`src/rtl/core/ehf_ram.sv`:
```
// Generic simple dual port RAM with registered read.
`timescale 1ns / 1ps
`default_nettype none
module ehf_ram #(
  parameter int WIDTH = 8,
  parameter int DEPTH = 256
) (
  input  wire logic                     clk,
  input  wire logic                     we,
  input  wire logic [$clog2(DEPTH)-1:0] waddr,
  input  wire logic [WIDTH-1:0]         wdata,
  input  wire logic [$clog2(DEPTH)-1:0] raddr,
  output logic      [WIDTH-1:0]         rdata
);
  logic [WIDTH-1:0] mem [DEPTH];

  always_ff @(posedge clk) begin
    if (we) begin
      mem[waddr] <= wdata;
    end
    rdata <= mem[raddr];
  end
endmodule
`default_nettype wire

```
`config.mk`:
```
export PLATFORM = sky130hd
export DESIGN_NAME = ehf_ram
export DESIGN_NICKNAME = d
export VERILOG_FILES = /design/src/rtl/core/ehf_ram.sv
export SDC_FILE = /design/constraint.sdc
export NUM_CORES = 2
export LEC_CHECK = 0
export BUFFER_PORTS_ARGS = -buffer_cell sky130_fd_sc_hd__buf_2
export CORE_MARGIN = 2
export CORE_UTILIZATION = 55
export CTS_CLUSTER_SIZE = 16
export DETAILED_ROUTE_END_ITERATION = 10
export PLACE_DENSITY_LB_ADDON = 0.2
export SLEW_MARGIN = 25
export SYNTH_ARGS = -nofsm -noshare
export SYNTH_HDL_FRONTEND = slang
export SYNTH_SLANG_ARGS = --single-unit
```
`constraint.sdc`:
```
create_clock -name clk -period 2.7 [get_ports clk]
set_clock_uncertainty 0.15 [all_clocks]
set_input_delay 0.135 -clock clk [delete_from_list [all_inputs] [get_ports clk]]
set_output_delay 0.135 -clock clk [all_outputs]
set_load 0.02 [all_outputs]
```
==> impl_metrics.json <==
{
  "status": "finished with violations",
  "violations": "DRC",
  "wl_met1_mm": 79.4,
  "h-tree-depth": 4,
  "overflow": 0,
  "arrival_ns": 3.19,
  "post-place-ws_ns": -0.781,
  "fp.dieArea_sq_mm": 0.148,
  "final_common_cell": "edfxtp_1",
  "ys_seq_area_share_pct": 77.5,
  "min_period_ns": 2.65,
  "post_dp_cell_area_sq_mm": 0.0865,
  "finalHoldViolations": 0,
  "crit_required_ns": 3.24,
  "met3_length_mm": 18.4,
  "rsz0062_at_grt": "false",
  "vias": 41156,
  "cts_buffers": 199,
  "netSwitchingFraction_pct": 21.3,
  "avgViaCountPerCell": 6.35,
  "setup_viol": 0,
  "cts_root_buffer": "clkbuf_16",
  "yosys.cell_types.count": 55,
  "grt_max_degree": 102,
  "cts.sinks": 2056,
  "yosysWarningCount": 0,
  "async_flop_share_pct": 0,
  "final_nets": 4431,
  "wl_mm": 198,
  "finalWeightedCongestion": 0.856,
  "final_cell_mix": "edfxtp_1 (2048), buf_4 (589), mux4_2 (454)",
  "fin_crit_sh_pct": 98.0,
  "slew_headroom_pct": 40.3,
  "area_growth_pct": 16.9,
  "fp-row-count": 139,
  "portBuffers": 33,
  "endpoint_kind": "flip-flop",
  "antenna_left": 0,
  "crit_fanout": 1,
  "grt_pass1_vias": 41235,
  "antenna_found_initial": 7,
  "power.internal_mw": 51.7,
  "p_comb_share_pct": 5.6,
  "critPathMaxStageDelay_ns": 0.48,
  "finalWorstSetupSlack_ns": 0.0546,
  "crit_path_top_delay_cell": "mux4_2",
  "syn_nets": 3759,
  "tightest_slew_ns": 0.893,
  "core_area_sq_mm": 0.144,
  "cts_tree": "built",
  "drcViolationCount": 2,
  "initial_core_util_pct": 55.4,
  "p_clk_share_pct": 40.8,
  "post_cts_buffers": 0,
  "route.met2.wl_mm": 95.0,
  "design_area_sq_mm": 0.0930,
  "slew_violations": 0,
  "syn_avg_cell_area_sq_um": 21.3,
  "dr.pass1.iters": 8,
  "ys_ff_latch": 2056,
  "crit_buf_inv": 0,
  "grtUsageTotal_pct": 27.2,
  "crit_family": "compound AO/OA/AOI/OAI gates",
  "p_leak_nw": 30.2,
  "worstSkewPairLatency_ns": 0.84,
  "cts_buffer_depth": 3,
  "p_per_area_mw_per_mm2": 706,
  "synth_edf_count": 2048,
  "ioPinCount": 34,
  "netSwitchingPower_mw": 14.0,
  "clk_pin_slew_ns": 0.06,
  "fp.dieH_microns": 384,
  "seq_power_share_pct": 53.7,
  "ys.flop_type": "edfxtp_1",
  "cp_cell_sequence": "mux4_2, a22o_1, a221oi_2, o32ai_1, nor3_2, nor4_1",
  "hp-class": "in -> reg",
  "synthCells": 3733,
  "final_layout_size_suffix_gt1_share_pct": 31.4,
  "ir_drop_uv": 591,
  "start_kind": "flip-flop",
  "cap_violations": 0,
  "drt_iter0_markers": 5552,
  "path_class": "reg -> reg",
  "route.detailed.wl_per_inst_microns": 30.6,
  "dr.max_layer_used": "met5",
  "grt_pass1_wl_mm": 287,
  "synthesis.area_sq_mm": 0.0796,
  "die_w_microns": 384,
  "fmax_mhz": 378,
  "dp_hpwl_mm": 128
}
==> layer usage <==
metal,track usage [%],vias up
met5,0,-
met4,7.67,6
met3,5.47,292
met2,42.6,2111
met1,39.5,21695
li1,-,17052
==> worst min-delay path: stages <==
cell and delay, ns:
buf_2 0.23, a211oi_1 0.21, a21oi_1 0.09, a22oi_1 0.14, buf_4 0.17, nor4_2 0.04
==> metrics by stage <==
stage | instances | utilization (%) | hold WS [ns] | total power, mW | setup TNS (ns)
floorplan | 3733 | - | 0.0839 | 37.6 | 0
global placement | 6090 | 60.2 | 0.364 | 39.5 | -2.99
detailed placement | 6090 | 60.2 | 0.372 | 39.5 | -3.28
CTS | 6475 | 64.7 | 0.0361 | 66.0 | 0
global route | 6475 | 64.8 | 0.0790 | 67.4 | 0
finish | 6478 | 64.8 | 0.0979 | 65.7 | 0
==> layout make-up <==
type | count | area, sq um
Inverter | 2 | 7.51
Clock inverter | 125 | 1100
Tap cell | 1903 | 2380
Timing Repair Buffer | 704 | 6170
Sequential cell | 2056 | 61700
Antenna cell | 3 | 7.51
Clock buffer | 243 | 5170
Multi-Input combinational cell | 1442 | 16500
Fill cell | 9498 | 50600
==> synth_stat cells (all sizes together) (6+ instances only) <==
cell	number	area share, %
edfxtp	2048	77
mux4	456	13
nor2	282	1.3
mux2i	134	1.7
a22oi	133	1.3
buf	122	1.3
clkbuf	111	0.52
a21oi	96	0.60
o221ai	47	0.53
nand3	34	0.21
nand2	33	0.16
nor2b	31	0.24
o22ai	28	0.22
nor4	27	0.24
nor3	22	0.14
a211oi	16	0.15
a221oi	14	0.16
o21ai	12	0.075
nand4	10	0.079
o211ai	10	0.094
a22o	8	0.088
dfxtp	8	0.20
nand2b	8	0.063
and2	6	0.047
==> worst paths after layout <==
| check | from | end | slack, ns | cells after the start |
|---|---|---|---|---|
| max | mem[83][3] | rdata[3] | 0.05 | 6 |
| min | raddr[5] | rdata[6] | 0.1 | 6 |
| max reg2reg | mem[83][3] | rdata[3] | 0.05 | 6 |
| min reg2reg | mem[32][5] | rdata[5] | 0.88 | 7 |
==> flip-flops by register name, indices dropped and copies added, names as in the netlist <==
name and count:
mem 2048, rdata 8
==> repair_timing <==
| item | 4_1_cts | 5_1_grt |
|---|---|---|
| gates resized for setup | 9 | 1 |
| hold buffers | 17 | 0 |
| hold endpoints to repair | 1739 | 0 |
| endpoints found under the setup margin | 4 | 1 |
==> power by group through the flow <==
stage                     sequential (mW)  clock (mW)  combinational [mW]
after floorplan                      35.9           0                1.71
after global placement               35.9           0                3.56
after detailed placement             35.9           0                3.61
after CTS                            35.3        27.1                3.64
after global routing                 35.2        28.4                3.82
final                                35.3        26.8                3.65
==> cells by family after synthesis <==
group | count (synthesis) | share of synthesized area, %
muxes | 591 | 14.6
AOI/OAI and AO/OA | 385 | 3.42
and+or+nand+nor | 466 | 2.63
buffers and inverters | 235 | 1.83
DFF | 2056 | 77.5
No activity file was read; power rests on OpenSTA's default activity.
