$ cat src/rtl/core/ehf_pkg.sv
// Shared constants and types for the edge sensing hole fill block.
`timescale 1ns / 1ps
`default_nettype none
package ehf_pkg;

  localparam int MAX_WIDTH  = 1024;
  localparam int MAX_HEIGHT = 512;
  localparam int COL_W      = $clog2(MAX_WIDTH);
  localparam int ROW_W      = $clog2(MAX_HEIGHT);
  localparam int ADDR_W     = COL_W + ROW_W;
  localparam int DEPTH      = MAX_WIDTH * MAX_HEIGHT;
  localparam int DIM_W      = COL_W + 1;
  localparam int HDIM_W     = ROW_W + 1;
  localparam int CNT_W      = 20;

  localparam logic [CNT_W-1:0] CNT_MAX = '1;

  localparam logic [1:0] REQ_WRITE = 2'd0;
  localparam logic [1:0] REQ_RUN   = 2'd1;
  localparam logic [1:0] REQ_READ  = 2'd2;

  localparam logic [1:0] CFG_WIDTH  = 2'd0;
  localparam logic [1:0] CFG_HEIGHT = 2'd1;

  // One stored pixel: known at sweep start, filled during this sweep, value.
  typedef struct packed {
    logic       known;
    logic       filled;
    logic [7:0] value;
  } px_word_t;

  localparam int WORD_W = $bits(px_word_t);

  // Neighbor values as seen at sweep start: left, right, top, bottom.
  typedef struct packed {
    logic [3:0]      known;
    logic [3:0][7:0] value;
  } nbr_t;

  typedef struct packed {
    logic       hit;
    logic [7:0] value;
  } fill_res_t;

endpackage
`default_nettype wire

$ cat src/rtl/core/ehf_fill_calc.sv
// Edge sensing fill value from four neighbors; half-even rounding except on corner pairs.
`timescale 1ns / 1ps
`default_nettype none
module ehf_fill_calc (
  input  wire ehf_pkg::nbr_t     nbr,
  output ehf_pkg::fill_res_t     res
);
  import ehf_pkg::*;

  logic [7:0] l, r, t, b;
  logic [8:0] lr, tb, q2lr, q2tb, sum_any;
  logic [9:0] s4;
  logic [7:0] q4;
  logic [2:0] n;

  assign l = nbr.known[3] ? nbr.value[3] : 8'd0;
  assign r = nbr.known[2] ? nbr.value[2] : 8'd0;
  assign t = nbr.known[1] ? nbr.value[1] : 8'd0;
  assign b = nbr.known[0] ? nbr.value[0] : 8'd0;

  assign lr = {1'b0, l} + {1'b0, r};
  assign tb = {1'b0, t} + {1'b0, b};
  assign s4 = {1'b0, lr} + {1'b0, tb};
  assign n  = 3'($countones(nbr.known));

  // Round half to even on pair and quad means.
  assign q2lr = {1'b0, lr[8:1]} + 9'(lr[0] & lr[1]);
  assign q2tb = {1'b0, tb[8:1]} + 9'(tb[0] & tb[1]);
  assign q4   = s4[9:2] + 8'((s4[1] & s4[0]) | (s4[1] & ~s4[0] & s4[2]));
  assign sum_any = lr + tb;

  always_comb begin
    res.hit   = 1'b1;
    res.value = 8'd0;
    priority if (n == 3'd4) begin
      priority if (lr < tb) res.value = q2lr[7:0];
      else if (lr > tb)     res.value = q2tb[7:0];
      else                  res.value = q4;
    end else if (nbr.known[3] && nbr.known[2]) begin
      res.value = q2lr[7:0];
    end else if (nbr.known[1] && nbr.known[0]) begin
      res.value = q2tb[7:0];
    end else if (n == 3'd2) begin
      res.value = sum_any[8:1];
    end else begin
      res.hit = 1'b0;
    end
  end
endmodule
`default_nettype wire

$ cat config.mk
export PLATFORM = sky130hd
export DESIGN_NAME = ehf_fill_calc
export DESIGN_NICKNAME = d
export VERILOG_FILES = /design/src/rtl/core/ehf_pkg.sv /design/src/rtl/core/ehf_fill_calc.sv
export SDC_FILE = /design/constraint.sdc
export NUM_CORES = 1
export LEC_CHECK = 0
export BUFFER_PORTS_ARGS = -buffer_cell sky130_fd_sc_hd__buf_4
export CAP_MARGIN = 25
export CORE_UTILIZATION = 48
export DETAILED_ROUTE_END_ITERATION = 12
export PLACE_DENSITY = 0.82
export SLEW_MARGIN = 5
export SYNTH_ARGS = -nofsm -noshare
export SYNTH_HDL_FRONTEND = slang
export SYNTH_SLANG_ARGS = --single-unit
export TNS_END_PERCENT = 50
$ cat constraint.sdc
create_clock -name vclk -period 3.58
set_input_delay 0.179 -clock vclk [all_inputs]
set_output_delay 0.179 -clock vclk [all_outputs]
set_load 0.02 [all_outputs]
==> impl_metrics.tcl <==
set metrics [dict create \
    use_met2_pct 68.09 \
    p_per_area_nw_per_um2 308.4 \
    crit_chain "buf_4 -> and2_1 -> ha_1 -> buf_4 -> nor3b_2 -> nor2_2 -> ha_1 -> o21a_1 -> buf_4 -> a21oi_1 -> ha_1 -> inv_1 -> or3b_4 -> a211oi_2 -> xnor2_1 -> nor3b_2 -> a211oi_2 -> buf_4" \
    hold_class "primary input to output port" \
    grt_max_degree 11 \
    area_growth_pct 64.31 \
    grt_use_met1_pct 44.34 \
    first_pass_iters 5 \
    status "complete, but fails checks" \
    top_usage_layer "met2" \
    cpPeakStageDelay_ns 0.43 \
    wl_per_cell_um 21.80 \
    synth_xor_area_share_pct 9.964 \
    grtUsageMet3_pct 2.881 \
    yosysUniqueCellTypes 64 \
    overflow 0 \
    cp_top_family "simple AND/OR/NAND/NOR gates" \
    synth_top_family_by_area "simple AND/OR/NAND/NOR gates" \
    fin_crit_sh_pct 112.3 \
    start_kind "primary input" \
    routed_wl_mm 11.60 \
    cp-startpoint "nbr[27]" \
    synth_top_area_share_pct 20.34 \
    total_power_mw 1.247 \
    synthAdderAreaFrac_pct 23.59 \
    ant_nets 0 \
    num_rows 25 \
    cp.arrival_ns 3.84 \
    grt_pass1_vias 3434 \
    hold_buffers 0 \
    yosys.area.top_type "ha_1" \
    stdcell_count 532 \
    synth_simple_gate_area_share_pct 29.33 \
    antenna_found_initial 0 \
    drtIter0Drc 378 \
    io_pins 45 \
    crit_path_end_kind "output port" \
    num_vias 3527 \
    peakVddDrop_mv 0.2264 \
    gr-usage-all-layers_pct 37.50 \
    synth_nets 410 \
    clkbuf_count 0 \
    worst-path-buf-inv 5 \
    dp_cells 518 \
    die_w_um 73.61 \
    fmax_mhz 248.8 \
    die_height_um 73.61 \
    core-area_um2 4817 \
    remaining_drc_errors 0 \
    placed_area_um2 3588 \
    path_max_fanout 3 \
    drive_gt1_share_pct 47.96 \
    vias_per_cell 6.630 \
    criticalPathCategory "primary input to output port" \
    synth_mux_area_share_pct 3.711 \
    grt_first_pass_wirelength_mm 15.75 \
    start_util_pct 51.09 \
    yosysWarningCount 0 \
    finalSetupViolations 8 \
    synth_area_um2 2461 \
    postSynthAreaPerCell_um2 7.458 \
    yosysMostFrequentCell "ha_1" \
    holdWs_ns 1.162 \
    synthTopCellsByCount "ha_1, and2_1, inv_1" \
    setup_slack_ns -0.4386 \
    seq_cells 0 \
    maxSlewViolCount 0 \
    yosys-top-cells-area "ha_1, and2_1, xnor2_1, a21oi_1, xor2_1" \
    worst_slew_pin_slew_ns 0.7770 \
    crit_top_cell "buf_4" \
    max_slew_margin_pct 47.47 \
    hold_path_startpoint "nbr[35]" \
    gp_congestion 0.9540 \
    ys_seq_area_share_pct 0 \
    synthCells 330 \
    maxCapViolCount 0 \
    synth-compound-area-share_pct 28.62 \
    rsz0062_at_grt "true" \
    dpl.hpwl_mm 6.851 \
    final_cell_area_um2 4044 \
    cpMaxStageDelayCell "or3b_4" \
    hold_viol 0 \
    port_buffers 45 \
    seq_area_um2 0 \
    violations "negative setup slack" \
    power.leakage_nw 1.899 \
    nets 547 \
    period_needed_ns 4.019 \
    critPathRequiredTime_ns 3.40 \
    num_antenna_cells 0 \
    die_area_um2 5418 \
]
power breakdown:
| group | leakage, nW | total, mW | switching, mW | internal (mW) |
|---|---|---|---|---|
| registers | 0 | 0 | 0 | 0 |
| logic | 1.90 | 1.25 | 0.640 | 0.607 |
| clock network | 0 | 0 | 0 | 0 |
| total | 1.90 | 1.25 | 0.640 | 0.607 |
metrics by stage:
stage / setup slack, ns / util (%) / setup TNS, ns
6_report: -0.4386 / 83.95 / -2.120
3_5_place_dp: -0.3839 / 74.49 / -2.358
3_3_place_gp: -0.2949 / 74.49 / -1.471
4_1_cts: -0.2073 / 81.82 / -0.9266
2_1_floorplan: -0.2208 / - / -0.7035
5_1_grt: -0.5304 / 83.95 / -2.739
final timing paths:
path / endpoint / cells past startpoint
setup / recovery: res[6] / 18
hold / removal: res[8] / 6
cell type report:
type	instances	area, um^2
tap	67	83.83
multi-input combinational	301	2778
inverter	24	90.09
timing repair buffer	140	1092
fill	257	773.2
timing repair:
action | CTS | global route
setup buffers | 12 | 2
resized for setup | 58 | 19
pin swaps | 33 | 11
endpoints found under the setup margin | 8 | 8
routing by layer:
metal	wire [um]	up-vias	part of all wire (%)
met1	4064	1628	35
met4	1067	0	9.2
met3	1004	109	8.7
met2	5459	300	47
li1	-	1490	-
met5	0	-	0
layout by cell type (no fill, tap or decap), types with 9 or more instances in the layout:
master and instances:
buf_4 130, buf_6 9, a21oi_1 14, nand2_1 15
nand3_1 11, and2_1 30, ha_4 12, nor2_1 13
ha_1 27, inv_1 17, nor3_1 9, xnor2_1 14
kinds of logic after synthesis:
logic type                 Yosys count
and+or+nand+nor                    125
adders and majority gates           44
muxes                                9
buffers and inverters               29
AOI/OAI and AO/OA                   95
xor gates and xnor gates            28
Power figures use the tool's default switching activity.
